### config.mk
export PLATFORM = sky130hd
export DESIGN_NAME = compass_heading_min_max_calibration
export DESIGN_NICKNAME = d
export VERILOG_FILES = /design/src/hdl/chmm_pkg.sv /design/src/hdl/compass_heading_min_max_calibration.sv
export SDC_FILE = /design/constraint.sdc
export NUM_CORES = 2
export LEC_CHECK = 0
export ABC_CLOCK_PERIOD_IN_PS = 10400
export BUFFER_PORTS_ARGS = -buffer_cell sky130_fd_sc_hd__buf_2
export CAP_MARGIN = 20
export CORE_AREA = 2 2 380 194
export DETAILED_ROUTE_END_ITERATION = 6
export DIE_AREA = 0 0 382 196
export PLACE_DENSITY = 0.82
export SETUP_SLACK_MARGIN = 0.05
export SYNTH_ARGS = -nofsm -noshare
export SYNTH_HDL_FRONTEND = slang
export SYNTH_SLANG_ARGS = --single-unit
### constraint.sdc
create_clock -name aclk -period 10.4 [get_ports aclk]
set_clock_uncertainty 0.2 [all_clocks]
set_input_delay 1.56 -clock aclk [delete_from_list [all_inputs] [get_ports aclk]]
set_output_delay 1.56 -clock aclk [all_outputs]
set_load 0.05 [all_outputs]
### src/hdl/chmm_pkg.sv
// ============================================================================
// Compass heading package
// Shared types, command and register codes, fixed-point constants and the
// arctangent table used by the min/max calibrated compass heading block.
// ============================================================================
`default_nettype none

package chmm_pkg;

    // Number of CORDIC vectoring rotations (12 to 24)
    localparam int CORDIC_ITERATIONS = 16;
    localparam int ITER_W            = $clog2(CORDIC_ITERATIONS);

    // Arctangent table geometry
    localparam int ATAN_IDX_W = 5;
    localparam int ATAN_W     = 22;

    // Angle accumulator in signed Q8.16 degrees (sign, 8 integer and 16 fraction bits)
    localparam int Z_W = 25;
    localparam logic signed [Z_W-1:0] QUARTER_Q16 = 25'sd5898240;   // 90 degrees
    localparam logic [23:0]           HALF_Q16    = 24'd11796480;   // 180 degrees

    // Full circle in whole degrees
    localparam logic [8:0] FULL_DEG = 9'd360;

    // Configuration register indexes
    localparam int REG_IDX_W = 2;
    localparam logic [REG_IDX_W-1:0] REG_X_HIGH = 2'd0;
    localparam logic [REG_IDX_W-1:0] REG_X_LOW  = 2'd1;
    localparam logic [REG_IDX_W-1:0] REG_Y_HIGH = 2'd2;
    localparam logic [REG_IDX_W-1:0] REG_Y_LOW  = 2'd3;

    // Commands carried with each sample
    typedef enum logic [1:0] {
        CMD_HEADING = 2'd0,
        CMD_UPDATE  = 2'd1,
        CMD_CLEAR   = 2'd2,
        CMD_LOAD    = 2'd3
    } cmd_t;

    // Input word
    typedef struct packed {
        cmd_t               command;
        logic signed [15:0] x_sample;
        logic signed [15:0] y_sample;
    } sample_t;

    // Result word
    typedef struct packed {
        logic [8:0]         heading_deg;
        logic               heading_valid;
        logic signed [15:0] x_high_out;
        logic signed [15:0] x_low_out;
        logic signed [15:0] y_high_out;
        logic signed [15:0] y_low_out;
    } result_t;

    // atan(2^-i) in degrees, unsigned Q6.16, rounded to nearest.
    function automatic logic [ATAN_W-1:0] atan_lookup(input logic [ATAN_IDX_W-1:0] idx);
        logic [ATAN_W-1:0] val;
        case (idx)
            5'd0:    val = 22'd2949120;
            5'd1:    val = 22'd1740967;
            5'd2:    val = 22'd919879;
            5'd3:    val = 22'd466945;
            5'd4:    val = 22'd234379;
            5'd5:    val = 22'd117304;
            5'd6:    val = 22'd58666;
            5'd7:    val = 22'd29335;
            5'd8:    val = 22'd14668;
            5'd9:    val = 22'd7334;
            5'd10:   val = 22'd3667;
            5'd11:   val = 22'd1833;
            5'd12:   val = 22'd917;
            5'd13:   val = 22'd458;
            5'd14:   val = 22'd229;
            5'd15:   val = 22'd115;
            5'd16:   val = 22'd57;
            5'd17:   val = 22'd29;
            5'd18:   val = 22'd14;
            5'd19:   val = 22'd7;
            5'd20:   val = 22'd4;
            5'd21:   val = 22'd2;
            5'd22:   val = 22'd1;
            default: val = 22'd0;
        endcase
        return val;
    endfunction

endpackage

`default_nettype wire

### src/hdl/compass_heading_min_max_calibration.sv
// ============================================================================
// Compass heading with min/max calibration
// Keeps hard-iron min/max bounds per axis and turns each X/Y sample into a
// whole-degree heading with a shared multiplier and an iterative CORDIC.
// ============================================================================
// A heading command passes through these steps from acceptance to the
// result word: recentring the sample, the X and Y products on the single
// 16x16 multiplier that scales both axes, five normalising shift steps, one
// CORDIC rotation per cycle, folding the angle into degrees and loading the
// output register once it is free. The next word can be accepted when the
// result is loaded and the sequencer is back in idle. Clear, load and
// zero-span words skip the arithmetic and go from recentring straight to
// the output register; on-axis samples skip the normalisation and the
// rotations. One word is in work at a time; a finished word waits in the
// output register while the next is accepted.
`default_nettype none

module compass_heading_min_max_calibration (
    input  wire logic                           aclk,
    input  wire logic                           aresetn,
    input  wire logic                           s_valid,
    output      logic                           s_ready,
    input  wire chmm_pkg::sample_t              s_data,
    output      logic                           m_valid,
    input  wire logic                           m_ready,
    output      chmm_pkg::result_t              m_data,
    input  wire logic                           cfg_wr_en,
    input  wire logic [chmm_pkg::REG_IDX_W-1:0] cfg_index,
    input  wire logic [15:0]                    cfg_wdata
);

    typedef enum logic [2:0] {
        ST_IDLE,
        ST_PREP,
        ST_MULX,
        ST_MULY,
        ST_NORM,
        ST_ROT,
        ST_RESOLVE,
        ST_DONE
    } state_t;

    state_t                           state_reg;
    chmm_pkg::cmd_t                   cmd_reg;
    logic signed [15:0]               xs_reg, ys_reg;
    logic signed [15:0]               x_high_bound_reg, x_low_bound_reg;
    logic signed [15:0]               y_high_bound_reg, y_low_bound_reg;
    logic signed [15:0]               saved_x_high_reg, saved_x_low_reg;
    logic signed [15:0]               saved_y_high_reg, saved_y_low_reg;
    logic [15:0]                      axr_reg, ayr_reg, aspx_reg, aspy_reg;
    logic                             xneg_reg, yneg_reg, xzero_reg, yzero_reg;
    logic signed [33:0]               cx_reg, cy_reg;
    logic signed [chmm_pkg::Z_W-1:0]  z_reg;
    logic [chmm_pkg::ITER_W-1:0]      iter_reg;
    logic [2:0]                       norm_reg;
    logic [8:0]                       deg_reg;
    logic                             hvalid_reg;
    logic                             m_valid_reg;
    chmm_pkg::result_t                out_reg;

    // Recentring and span terms, from the bounds and the held sample
    logic signed [16:0] spx, spy, sumx, sumy, meanx, meany;
    logic [15:0]        xr, yr, axr, ayr, aspx_abs, aspy_abs;
    logic [16:0]        spx_neg, spy_neg;
    logic               zero_span;

    always_comb begin
        spx     = {x_high_bound_reg[15], x_high_bound_reg} - {x_low_bound_reg[15], x_low_bound_reg};
        spy     = {y_high_bound_reg[15], y_high_bound_reg} - {y_low_bound_reg[15], y_low_bound_reg};
        sumx    = {x_high_bound_reg[15], x_high_bound_reg} + {x_low_bound_reg[15], x_low_bound_reg};
        sumy    = {y_high_bound_reg[15], y_high_bound_reg} + {y_low_bound_reg[15], y_low_bound_reg};
        // Halve with truncation toward zero
        meanx   = (sumx + $signed({16'd0, sumx[16]})) >>> 1;
        meany   = (sumy + $signed({16'd0, sumy[16]})) >>> 1;
        xr      = xs_reg - meanx[15:0];
        yr      = ys_reg - meany[15:0];
        axr     = xr[15] ? (16'd0 - xr) : xr;
        ayr     = yr[15] ? (16'd0 - yr) : yr;
        spx_neg = 17'd0 - spx;
        spy_neg = 17'd0 - spy;
        aspx_abs = spx[16] ? spx_neg[15:0] : spx[15:0];
        aspy_abs = spy[16] ? spy_neg[15:0] : spy[15:0];
        zero_span = (spx == 17'sd0) || (spy == 17'sd0);
    end

    // Shared multiplier: X magnitude first, then Y magnitude
    logic [15:0] mul_a, mul_b;
    logic [31:0] mul_p;

    always_comb begin
        mul_a = (state_reg == ST_MULX) ? axr_reg : ayr_reg;
        mul_b = (state_reg == ST_MULX) ? aspy_reg : aspx_reg;
        mul_p = mul_a * mul_b;
    end

    // Normalising shift step: 16, 8, 4, 2, then 1 place
    logic [30:0] norm_or;
    logic [4:0]  norm_shift;
    logic        norm_clear;

    always_comb begin
        norm_or    = cx_reg[30:0] | cy_reg[30:0];
        norm_shift = 5'd16 >> norm_reg;
        norm_clear = ((norm_or >> (5'd31 - norm_shift)) == 31'd0);
    end

    // One CORDIC vectoring rotation
    logic signed [33:0]              rot_dx, rot_dy;
    logic                            cy_pos;
    logic signed [chmm_pkg::Z_W-1:0] atan_step;

    always_comb begin
        rot_dx    = cy_reg >>> iter_reg;
        rot_dy    = cx_reg >>> iter_reg;
        cy_pos    = !cy_reg[33] && (cy_reg != 34'sd0);
        atan_step = $signed({3'd0, chmm_pkg::atan_lookup(chmm_pkg::ATAN_IDX_W'(iter_reg))});
    end

    // Fold the first-quadrant angle into whole degrees 1..360
    logic signed [chmm_pkg::Z_W-1:0] z_clamp;
    logic [23:0]                     mag;
    logic [7:0]                      mag_deg;
    logic                            x_nonneg, y_nonneg;
    logic [8:0]                      deg_fold;

    always_comb begin
        if (z_reg < 0) begin
            z_clamp = '0;
        end else if (z_reg > chmm_pkg::QUARTER_Q16) begin
            z_clamp = chmm_pkg::QUARTER_Q16;
        end else begin
            z_clamp = z_reg;
        end
        x_nonneg = xzero_reg || !xneg_reg;
        y_nonneg = yzero_reg || !yneg_reg;
        mag      = x_nonneg ? z_clamp[23:0] : (chmm_pkg::HALF_Q16 - z_clamp[23:0]);
        mag_deg  = mag[23:16];
        if (y_nonneg) begin
            deg_fold = (mag_deg == 8'd0) ? chmm_pkg::FULL_DEG : {1'b0, mag_deg};
        end else begin
            deg_fold = chmm_pkg::FULL_DEG - {1'b0, mag_deg};
        end
    end

    // The finished word moves into the output register once it is free
    logic out_load;

    assign out_load = (state_reg == ST_DONE) && (!m_valid_reg || m_ready);

    // Sequencer, bounds, configuration and output register
    always_ff @(posedge aclk) begin
        if (!aresetn) begin
            state_reg        <= ST_IDLE;
            m_valid_reg      <= 1'b0;
            x_high_bound_reg <= '0;
            x_low_bound_reg  <= '0;
            y_high_bound_reg <= '0;
            y_low_bound_reg  <= '0;
            saved_x_high_reg <= '0;
            saved_x_low_reg  <= '0;
            saved_y_high_reg <= '0;
            saved_y_low_reg  <= '0;
        end else begin
            if (out_load) begin
                m_valid_reg <= 1'b1;
            end else if (m_ready) begin
                m_valid_reg <= 1'b0;
            end

            if (cfg_wr_en) begin
                case (cfg_index)
                    chmm_pkg::REG_X_HIGH: saved_x_high_reg <= cfg_wdata;
                    chmm_pkg::REG_X_LOW:  saved_x_low_reg  <= cfg_wdata;
                    chmm_pkg::REG_Y_HIGH: saved_y_high_reg <= cfg_wdata;
                    chmm_pkg::REG_Y_LOW:  saved_y_low_reg  <= cfg_wdata;
                    default: ;
                endcase
            end

            case (state_reg)
                ST_IDLE: begin
                    if (s_valid) begin
                        cmd_reg   <= s_data.command;
                        xs_reg    <= s_data.x_sample;
                        ys_reg    <= s_data.y_sample;
                        state_reg <= ST_PREP;
                        case (s_data.command)
                            chmm_pkg::CMD_UPDATE: begin
                                if (s_data.x_sample < x_low_bound_reg)
                                    x_low_bound_reg <= s_data.x_sample;
                                if (s_data.x_sample > x_high_bound_reg)
                                    x_high_bound_reg <= s_data.x_sample;
                                if (s_data.y_sample < y_low_bound_reg)
                                    y_low_bound_reg <= s_data.y_sample;
                                if (s_data.y_sample > y_high_bound_reg)
                                    y_high_bound_reg <= s_data.y_sample;
                            end
                            chmm_pkg::CMD_CLEAR: begin
                                x_high_bound_reg <= '0;
                                x_low_bound_reg  <= '0;
                                y_high_bound_reg <= '0;
                                y_low_bound_reg  <= '0;
                            end
                            chmm_pkg::CMD_LOAD: begin
                                x_high_bound_reg <= saved_x_high_reg;
                                x_low_bound_reg  <= saved_x_low_reg;
                                y_high_bound_reg <= saved_y_high_reg;
                                y_low_bound_reg  <= saved_y_low_reg;
                            end
                            default: ;
                        endcase
                    end
                end

                ST_PREP: begin
                    axr_reg   <= axr;
                    ayr_reg   <= ayr;
                    aspx_reg  <= aspx_abs;
                    aspy_reg  <= aspy_abs;
                    xneg_reg  <= xr[15] ^ spx[16];
                    yneg_reg  <= yr[15] ^ spy[16];
                    xzero_reg <= (xr == 16'd0);
                    yzero_reg <= (yr == 16'd0);
                    if (cmd_reg == chmm_pkg::CMD_CLEAR || cmd_reg == chmm_pkg::CMD_LOAD
                        || zero_span) begin
                        deg_reg    <= 9'd0;
                        hvalid_reg <= 1'b0;
                        state_reg  <= ST_DONE;
                    end else begin
                        state_reg  <= ST_MULX;
                    end
                end

                ST_MULX: begin
                    cx_reg    <= $signed({2'b00, mul_p});
                    state_reg <= ST_MULY;
                end

                ST_MULY: begin
                    cy_reg   <= $signed({2'b00, mul_p});
                    norm_reg <= 3'd0;
                    iter_reg <= '0;
                    // On-axis samples have an exact angle
                    if (yzero_reg) begin
                        z_reg     <= '0;
                        state_reg <= ST_RESOLVE;
                    end else if (xzero_reg) begin
                        z_reg     <= chmm_pkg::QUARTER_Q16;
                        state_reg <= ST_RESOLVE;
                    end else begin
                        z_reg     <= '0;
                        state_reg <= ST_NORM;
                    end
                end

                ST_NORM: begin
                    if (norm_clear) begin
                        cx_reg <= cx_reg <<< norm_shift;
                        cy_reg <= cy_reg <<< norm_shift;
                    end
                    norm_reg <= norm_reg + 3'd1;
                    if (norm_reg == 3'd4) begin
                        state_reg <= ST_ROT;
                    end
                end

                ST_ROT: begin
                    if (cy_pos) begin
                        cx_reg <= cx_reg + rot_dx;
                        cy_reg <= cy_reg - rot_dy;
                        z_reg  <= z_reg + atan_step;
                    end else begin
                        cx_reg <= cx_reg - rot_dx;
                        cy_reg <= cy_reg + rot_dy;
                        z_reg  <= z_reg - atan_step;
                    end
                    iter_reg <= iter_reg + 1'b1;
                    if (iter_reg == chmm_pkg::ITER_W'(chmm_pkg::CORDIC_ITERATIONS - 1)) begin
                        state_reg <= ST_RESOLVE;
                    end
                end

                ST_RESOLVE: begin
                    deg_reg    <= deg_fold;
                    hvalid_reg <= 1'b1;
                    state_reg  <= ST_DONE;
                end

                ST_DONE: begin
                    // Wait for the output register to be free
                    if (out_load) begin
                        out_reg.heading_deg   <= deg_reg;
                        out_reg.heading_valid <= hvalid_reg;
                        out_reg.x_high_out    <= x_high_bound_reg;
                        out_reg.x_low_out     <= x_low_bound_reg;
                        out_reg.y_high_out    <= y_high_bound_reg;
                        out_reg.y_low_out     <= y_low_bound_reg;
                        state_reg             <= ST_IDLE;
                    end
                end

                default: state_reg <= ST_IDLE;
            endcase
        end
    end

    assign s_ready = (state_reg == ST_IDLE);
    assign m_valid = m_valid_reg;
    assign m_data  = out_reg;

    // A word is worked on alone: no second acceptance straight after one.
    assert property (@(posedge aclk) disable iff (!aresetn)
        (s_valid && s_ready) |=> !s_ready)
        else $error("second word accepted while busy");

    // A valid heading lies in 1..360, an invalid one reads zero.
    assert property (@(posedge aclk) disable iff (!aresetn)
        m_valid |-> (m_data.heading_valid
            ? (m_data.heading_deg >= 9'd1 && m_data.heading_deg <= chmm_pkg::FULL_DEG)
            : (m_data.heading_deg == 9'd0)))
        else $error("heading out of range");

    // A clear command empties all four bounds.
    assert property (@(posedge aclk) disable iff (!aresetn)
        (s_valid && s_ready && s_data.command == chmm_pkg::CMD_CLEAR) |=>
            (x_high_bound_reg == 16'sd0 && x_low_bound_reg == 16'sd0
             && y_high_bound_reg == 16'sd0 && y_low_bound_reg == 16'sd0))
        else $error("bounds not cleared");

    // The bounds only move at acceptance.
    assert property (@(posedge aclk) disable iff (!aresetn)
        (state_reg != ST_IDLE && $past(state_reg) != ST_IDLE) |->
            ($stable(x_high_bound_reg) && $stable(x_low_bound_reg)
             && $stable(y_high_bound_reg) && $stable(y_low_bound_reg)))
        else $error("bounds changed during a computation");

endmodule

`default_nettype wire
==> impl_metrics.prom <==
# TYPE chip_impl_metric gauge
chip_impl_metric{name="design.portCount",unit=""} 133
chip_impl_info{name="crit-reg2reg-launch",value="state_reg[1]$_SDFFE_PN0P_"} 1
chip_impl_metric{name="htreeDepth",unit=""} 2
chip_impl_info{name="top_layer",value="met5"} 1
chip_impl_metric{name="total_of_buffers_placed_on_input_and_output_ports",unit=""} 132
chip_impl_metric{name="worst-slew-pin-transition",unit="ns"} 1.22
chip_impl_metric{name="fp.dieH",unit="µm"} 196
chip_impl_metric{name="netlist_area",unit="µm²"} 46100
chip_impl_metric{name="synth_async_sr_flop_share",unit="%"} 0
chip_impl_info{name="critical_path.startpoint_type",value="flip-flop"} 1
chip_impl_metric{name="post-cts-setup-buffers",unit=""} 0
chip_impl_metric{name="synth.yosys.warnings",unit=""} 0
chip_impl_metric{name="cts_made_buffers",unit=""} 44
chip_impl_metric{name="ys_seq_elements",unit=""} 439
chip_impl_info{name="hp-class",value="reg -> reg"} 1
chip_impl_metric{name="critPathArrivalTime",unit="ns"} 9.13
chip_impl_metric{name="fmaxAchievable",unit="GHz"} 0.112
chip_impl_metric{name="initialDrtViolationCount",unit=""} 7376
chip_impl_metric{name="fin_nets",unit=""} 5873
chip_impl_metric{name="overflow",unit=""} 0
chip_impl_metric{name="cts.reportedPaths.clkPinSlew",unit="ns"} 0.07
chip_impl_info{name="timing.rr.end",value="cx_reg[28]$_DFFE_PP_"} 1
chip_impl_metric{name="routedLengthMet1",unit="mm"} 77.1
chip_impl_metric{name="detail_route.first_pass.iterations",unit=""} 7
chip_impl_metric{name="drc",unit=""} 0
chip_impl_metric{name="place_congestion",unit=""} 1.11
chip_impl_info{name="yosys-top-cells-area",value="sky130_fd_sc_hd__edfxtp_1 19%, sky130_fd_sc_hd__ha_1 10%, sky130_fd_sc_hd__fa_1 8.8%"} 1
chip_impl_metric{name="track_usage",unit="%"} 45.6
chip_impl_metric{name="holdWs",unit="ns"} 0.223
chip_impl_metric{name="met3WireLength",unit="mm"} 37.8
chip_impl_metric{name="core_area",unit="µm²"} 71900
chip_impl_metric{name="finalHoldViolCount",unit=""} 0
chip_impl_metric{name="placement_rows",unit=""} 70
chip_impl_metric{name="number_of_hold_buffers_added_after_cts",unit=""} 0
chip_impl_metric{name="clock_insertion_delay_worst_skew",unit="ns"} 0.64
chip_impl_info{name="min_to",value="m_data[70]$_DFFE_PP_"} 1
chip_impl_info{name="clock-root-buffer",value="sky130_fd_sc_hd__clkbuf_16"} 1
chip_impl_metric{name="post_synth.cell_area_avg",unit="µm²"} 8.83
chip_impl_metric{name="critical_path_peak_fanout",unit=""} 61
chip_impl_metric{name="initial_standard_cell_utilization_of_the_core",unit="%"} 64.1
chip_impl_metric{name="largest_register_ffs",unit=""} 74
chip_impl_metric{name="slew_viol_final",unit=""} 0
chip_impl_metric{name="crit_required",unit="ns"} 10.57
chip_impl_metric{name="number_of_nets_produced_by_synthesis",unit=""} 5854
chip_impl_metric{name="fin_crit_sh",unit="%"} 86.1
chip_impl_metric{name="report.final.setup_viol",unit=""} 0
chip_impl_info{name="cts_tree",value="yes"} 1
chip_impl_metric{name="reg2reg_depth",unit=""} 25
chip_impl_metric{name="die-area",unit="µm²"} 74900
chip_impl_info{name="synth.largest_area_cell",value="sky130_fd_sc_hd__edfxtp_1"} 1
chip_impl_metric{name="grt_antenna_before_repair",unit=""} 5
chip_impl_metric{name="yosysSeqAreaShare",unit="%"} 25.3
chip_impl_metric{name="via_count_of_the_first_global_routing_pass",unit=""} 39128
chip_impl_metric{name="slack_of_the_worst_reg_to_reg_path",unit="ns"} 1.44
chip_impl_metric{name="clockBufferDepth",unit=""} 3
chip_impl_metric{name="synth_enable_flop_cells",unit=""} 285
chip_impl_metric{name="hold_path_depth",unit=""} 0
chip_impl_metric{name="grt_start_max_net_pins",unit=""} 97
chip_impl_metric{name="fin_setup_tns",unit="ns"} 0
chip_impl_metric{name="ant_nets",unit=""} 0
chip_impl_metric{name="die_width",unit="µm"} 382
chip_impl_metric{name="via_per_inst",unit=""} 6.90
chip_impl_metric{name="routed-wl-met2",unit="mm"} 56.8
chip_impl_info{name="run_status",value="completed"} 1
chip_impl_metric{name="routedWlPerCell",unit="µm"} 27.9
chip_impl_metric{name="area_delta_synth_final",unit="%"} 6.92
chip_impl_metric{name="cts.sink_count",unit=""} 439
chip_impl_info{name="crit_type",value="reg -> reg"} 1
chip_impl_metric{name="synth_top_cell_area_share",unit="%"} 18.6
chip_impl_info{name="min-delay-start",value="deg_reg[5]$_SDFFCE_PN0P_"} 1
chip_impl_metric{name="post_cts_resized",unit=""} 0
chip_impl_metric{name="mapped_cells",unit=""} 5222
chip_impl_info{name="postSynth.topFlopCell",value="sky130_fd_sc_hd__edfxtp_1"} 1
chip_impl_metric{name="slew-limit-headroom",unit="%"} 16.5
chip_impl_metric{name="final_layout_size_suffix_gt1_share",unit="%"} 8.89
chip_impl_metric{name="netlist-cell-type-count",unit=""} 99
chip_impl_metric{name="drt-total-wl",unit="mm"} 174
chip_impl_metric{name="place_hpwl",unit="mm"} 138
chip_impl_info{name="rsz0062_at_grt",value="false"} 1
chip_impl_metric{name="timing.final.crit_period",unit="ns"} 8.96
chip_impl_info{name="setup.worst_path.end_class",value="flip-flop"} 1
chip_impl_metric{name="num_vias",unit=""} 43130
chip_impl_metric{name="drv.max_cap_violation_count",unit=""} 0
chip_impl_metric{name="grt_pass1_wl",unit="mm"} 256
[layout make-up]
type	instances	area, µm²
diodes	4	10.0
repair buffers	216	1320
flip-flops and latches	439	11600
clock inverters	25	267
well taps	972	1220
multi-input cells	4142	32100
clock buffers	56	1260
inverters	398	1490
fillers	5725	22600
[cells in the mapped netlist, types with 29 or more instances]
| cell type | instances |
|---|---|
| sky130_fd_sc_hd__nand3_1 | 63 |
| sky130_fd_sc_hd__nand4_1 | 31 |
| sky130_fd_sc_hd__inv_1 | 394 |
| sky130_fd_sc_hd__a21oi_1 | 336 |
| sky130_fd_sc_hd__a21o_1 | 106 |
| sky130_fd_sc_hd__a211o_1 | 29 |
| sky130_fd_sc_hd__nor3_1 | 97 |
| sky130_fd_sc_hd__edfxtp_1 | 285 |
| sky130_fd_sc_hd__a31oi_1 | 49 |
| sky130_fd_sc_hd__nor4_1 | 29 |
| sky130_fd_sc_hd__o211a_1 | 58 |
| sky130_fd_sc_hd__xor2_1 | 124 |
| sky130_fd_sc_hd__o21a_1 | 42 |
| sky130_fd_sc_hd__mux2i_1 | 241 |
| sky130_fd_sc_hd__a21boi_0 | 69 |
| sky130_fd_sc_hd__mux2_2 | 49 |
| sky130_fd_sc_hd__nand2_1 | 670 |
| sky130_fd_sc_hd__ha_1 | 372 |
| sky130_fd_sc_hd__o21ai_1 | 37 |
| sky130_fd_sc_hd__xnor2_1 | 232 |
| sky130_fd_sc_hd__nand2b_1 | 58 |
| sky130_fd_sc_hd__and3_1 | 62 |
| sky130_fd_sc_hd__o211ai_1 | 48 |
| sky130_fd_sc_hd__clkbuf_1 | 194 |
| sky130_fd_sc_hd__dfxtp_1 | 154 |
| sky130_fd_sc_hd__o21bai_1 | 29 |
| sky130_fd_sc_hd__o21ai_0 | 163 |
| sky130_fd_sc_hd__nor2b_1 | 78 |
| sky130_fd_sc_hd__nor2_1 | 403 |
| sky130_fd_sc_hd__mux4_2 | 65 |
| sky130_fd_sc_hd__fa_1 | 203 |
| sky130_fd_sc_hd__a211oi_1 | 45 |
| sky130_fd_sc_hd__buf_1 | 29 |
[worst max-delay path, stage by stage, from the launching register on]
cell and delay, ns:
sky130_fd_sc_hd__dfxtp_1 0.60, sky130_fd_sc_hd__nor3b_2 0.33, sky130_fd_sc_hd__buf_12 0.35, sky130_fd_sc_hd__mux2i_1 0.66, sky130_fd_sc_hd__buf_4 0.34, sky130_fd_sc_hd__nor2_1 0.10, sky130_fd_sc_hd__fa_1 0.50, sky130_fd_sc_hd__inv_1 0.05
sky130_fd_sc_hd__fa_1 0.52, sky130_fd_sc_hd__inv_1 0.04, sky130_fd_sc_hd__ha_1 0.22, sky130_fd_sc_hd__fa_1 0.50, sky130_fd_sc_hd__fa_1 0.49, sky130_fd_sc_hd__inv_1 0.05, sky130_fd_sc_hd__fa_1 0.54, sky130_fd_sc_hd__inv_1 0.04
sky130_fd_sc_hd__ha_1 0.35, sky130_fd_sc_hd__a211o_1 0.28, sky130_fd_sc_hd__a211oi_1 0.61, sky130_fd_sc_hd__o221ai_1 0.28, sky130_fd_sc_hd__and2_1 0.31, sky130_fd_sc_hd__and3_1 0.26, sky130_fd_sc_hd__nor3_1 0.30, sky130_fd_sc_hd__o21ai_0 0.17
sky130_fd_sc_hd__xor2_1 0.18, sky130_fd_sc_hd__a221o_1 0.35
[cell families (layout without fill, tap and decap cells)]
kind of cell / Yosys count / after routing / synth area share, %
AND/OR/NAND/NOR: 1628 / 1628 / 16.1
XOR/XNOR: 358 / 358 / 6.85
multiplexers: 362 / 362 / 9.78
flip-flops: 439 / 439 / 25.3
other: 0 / 4 / 0
AO/OA/AOI/OAI: 1219 / 1219 / 17.7
adder cells (fa/ha/maj): 575 / 575 / 18.9
buffers and inverters: 641 / 695 / 5.35
[per-layer routing]
layer  vias up  global-route usage [%]
met5         -                    4.79
met4        16                    5.32
met3       251                    30.6
met2      3453                    49.8
met1     20799                    70.9
li1      18611                       -
[worst max path at each step]
| stage | start | end | slack [ns] | cells after the start |
|---|---|---|---|---|
| after floorplan | state_reg[2]$_SDFFE_PN0P_ | cx_reg[28]$_DFFE_PP_ | 2.06 | 28 |
| after global placement | state_reg[1]$_SDFFE_PN0P_ | cx_reg[28]$_DFFE_PP_ | 1.83 | 26 |
| after detailed placement | state_reg[1]$_SDFFE_PN0P_ | cx_reg[28]$_DFFE_PP_ | 1.71 | 26 |
| after CTS | state_reg[1]$_SDFFE_PN0P_ | cx_reg[28]$_DFFE_PP_ | 1.68 | 26 |
| after global routing | state_reg[1]$_SDFFE_PN0P_ | cy_reg[29]$_DFFE_PP_ | 1.15 | 27 |
| final | state_reg[1]$_SDFFE_PN0P_ | cx_reg[28]$_DFFE_PP_ | 1.44 | 25 |
[placed cells by master (no fill, tap or decap), types with 58 or more instances in the layout]
cell type / n
sky130_fd_sc_hd__o211a_1: 58
sky130_fd_sc_hd__nand3_1: 63
sky130_fd_sc_hd__mux2i_1: 241
sky130_fd_sc_hd__nor2b_1: 75
sky130_fd_sc_hd__nand2b_1: 58
sky130_fd_sc_hd__nor2_1: 401
sky130_fd_sc_hd__a21o_1: 106
sky130_fd_sc_hd__buf_4: 80
sky130_fd_sc_hd__a21boi_0: 69
sky130_fd_sc_hd__mux4_2: 65
sky130_fd_sc_hd__ha_1: 372
sky130_fd_sc_hd__inv_1: 393
sky130_fd_sc_hd__xnor2_1: 232
sky130_fd_sc_hd__a21oi_1: 335
sky130_fd_sc_hd__buf_2: 131
sky130_fd_sc_hd__xor2_1: 124
sky130_fd_sc_hd__edfxtp_1: 285
sky130_fd_sc_hd__nor3_1: 96
sky130_fd_sc_hd__nand2_1: 667
sky130_fd_sc_hd__and3_1: 62
sky130_fd_sc_hd__o21ai_0: 163
sky130_fd_sc_hd__fa_1: 203
sky130_fd_sc_hd__dfxtp_1: 154
[through the flow]
step / setup WS, ns / instances / utilization, % / cell area, µm²
finish: 1.44 / 6252 / 68.5 / 49300
global route: 1.15 / 6248 / 68.5 / 49300
CTS: 1.68 / 6243 / 68.5 / 49200
detailed placement: 1.71 / 6162 / 66.4 / 47700
global placement: 1.83 / 6162 / 66.4 / 47700
floorplan: 2.06 / 5222 / - / 46100
Power is not shown: default switching activity piles up to over one toggle a cycle in this logic, so the estimate is an artifact.
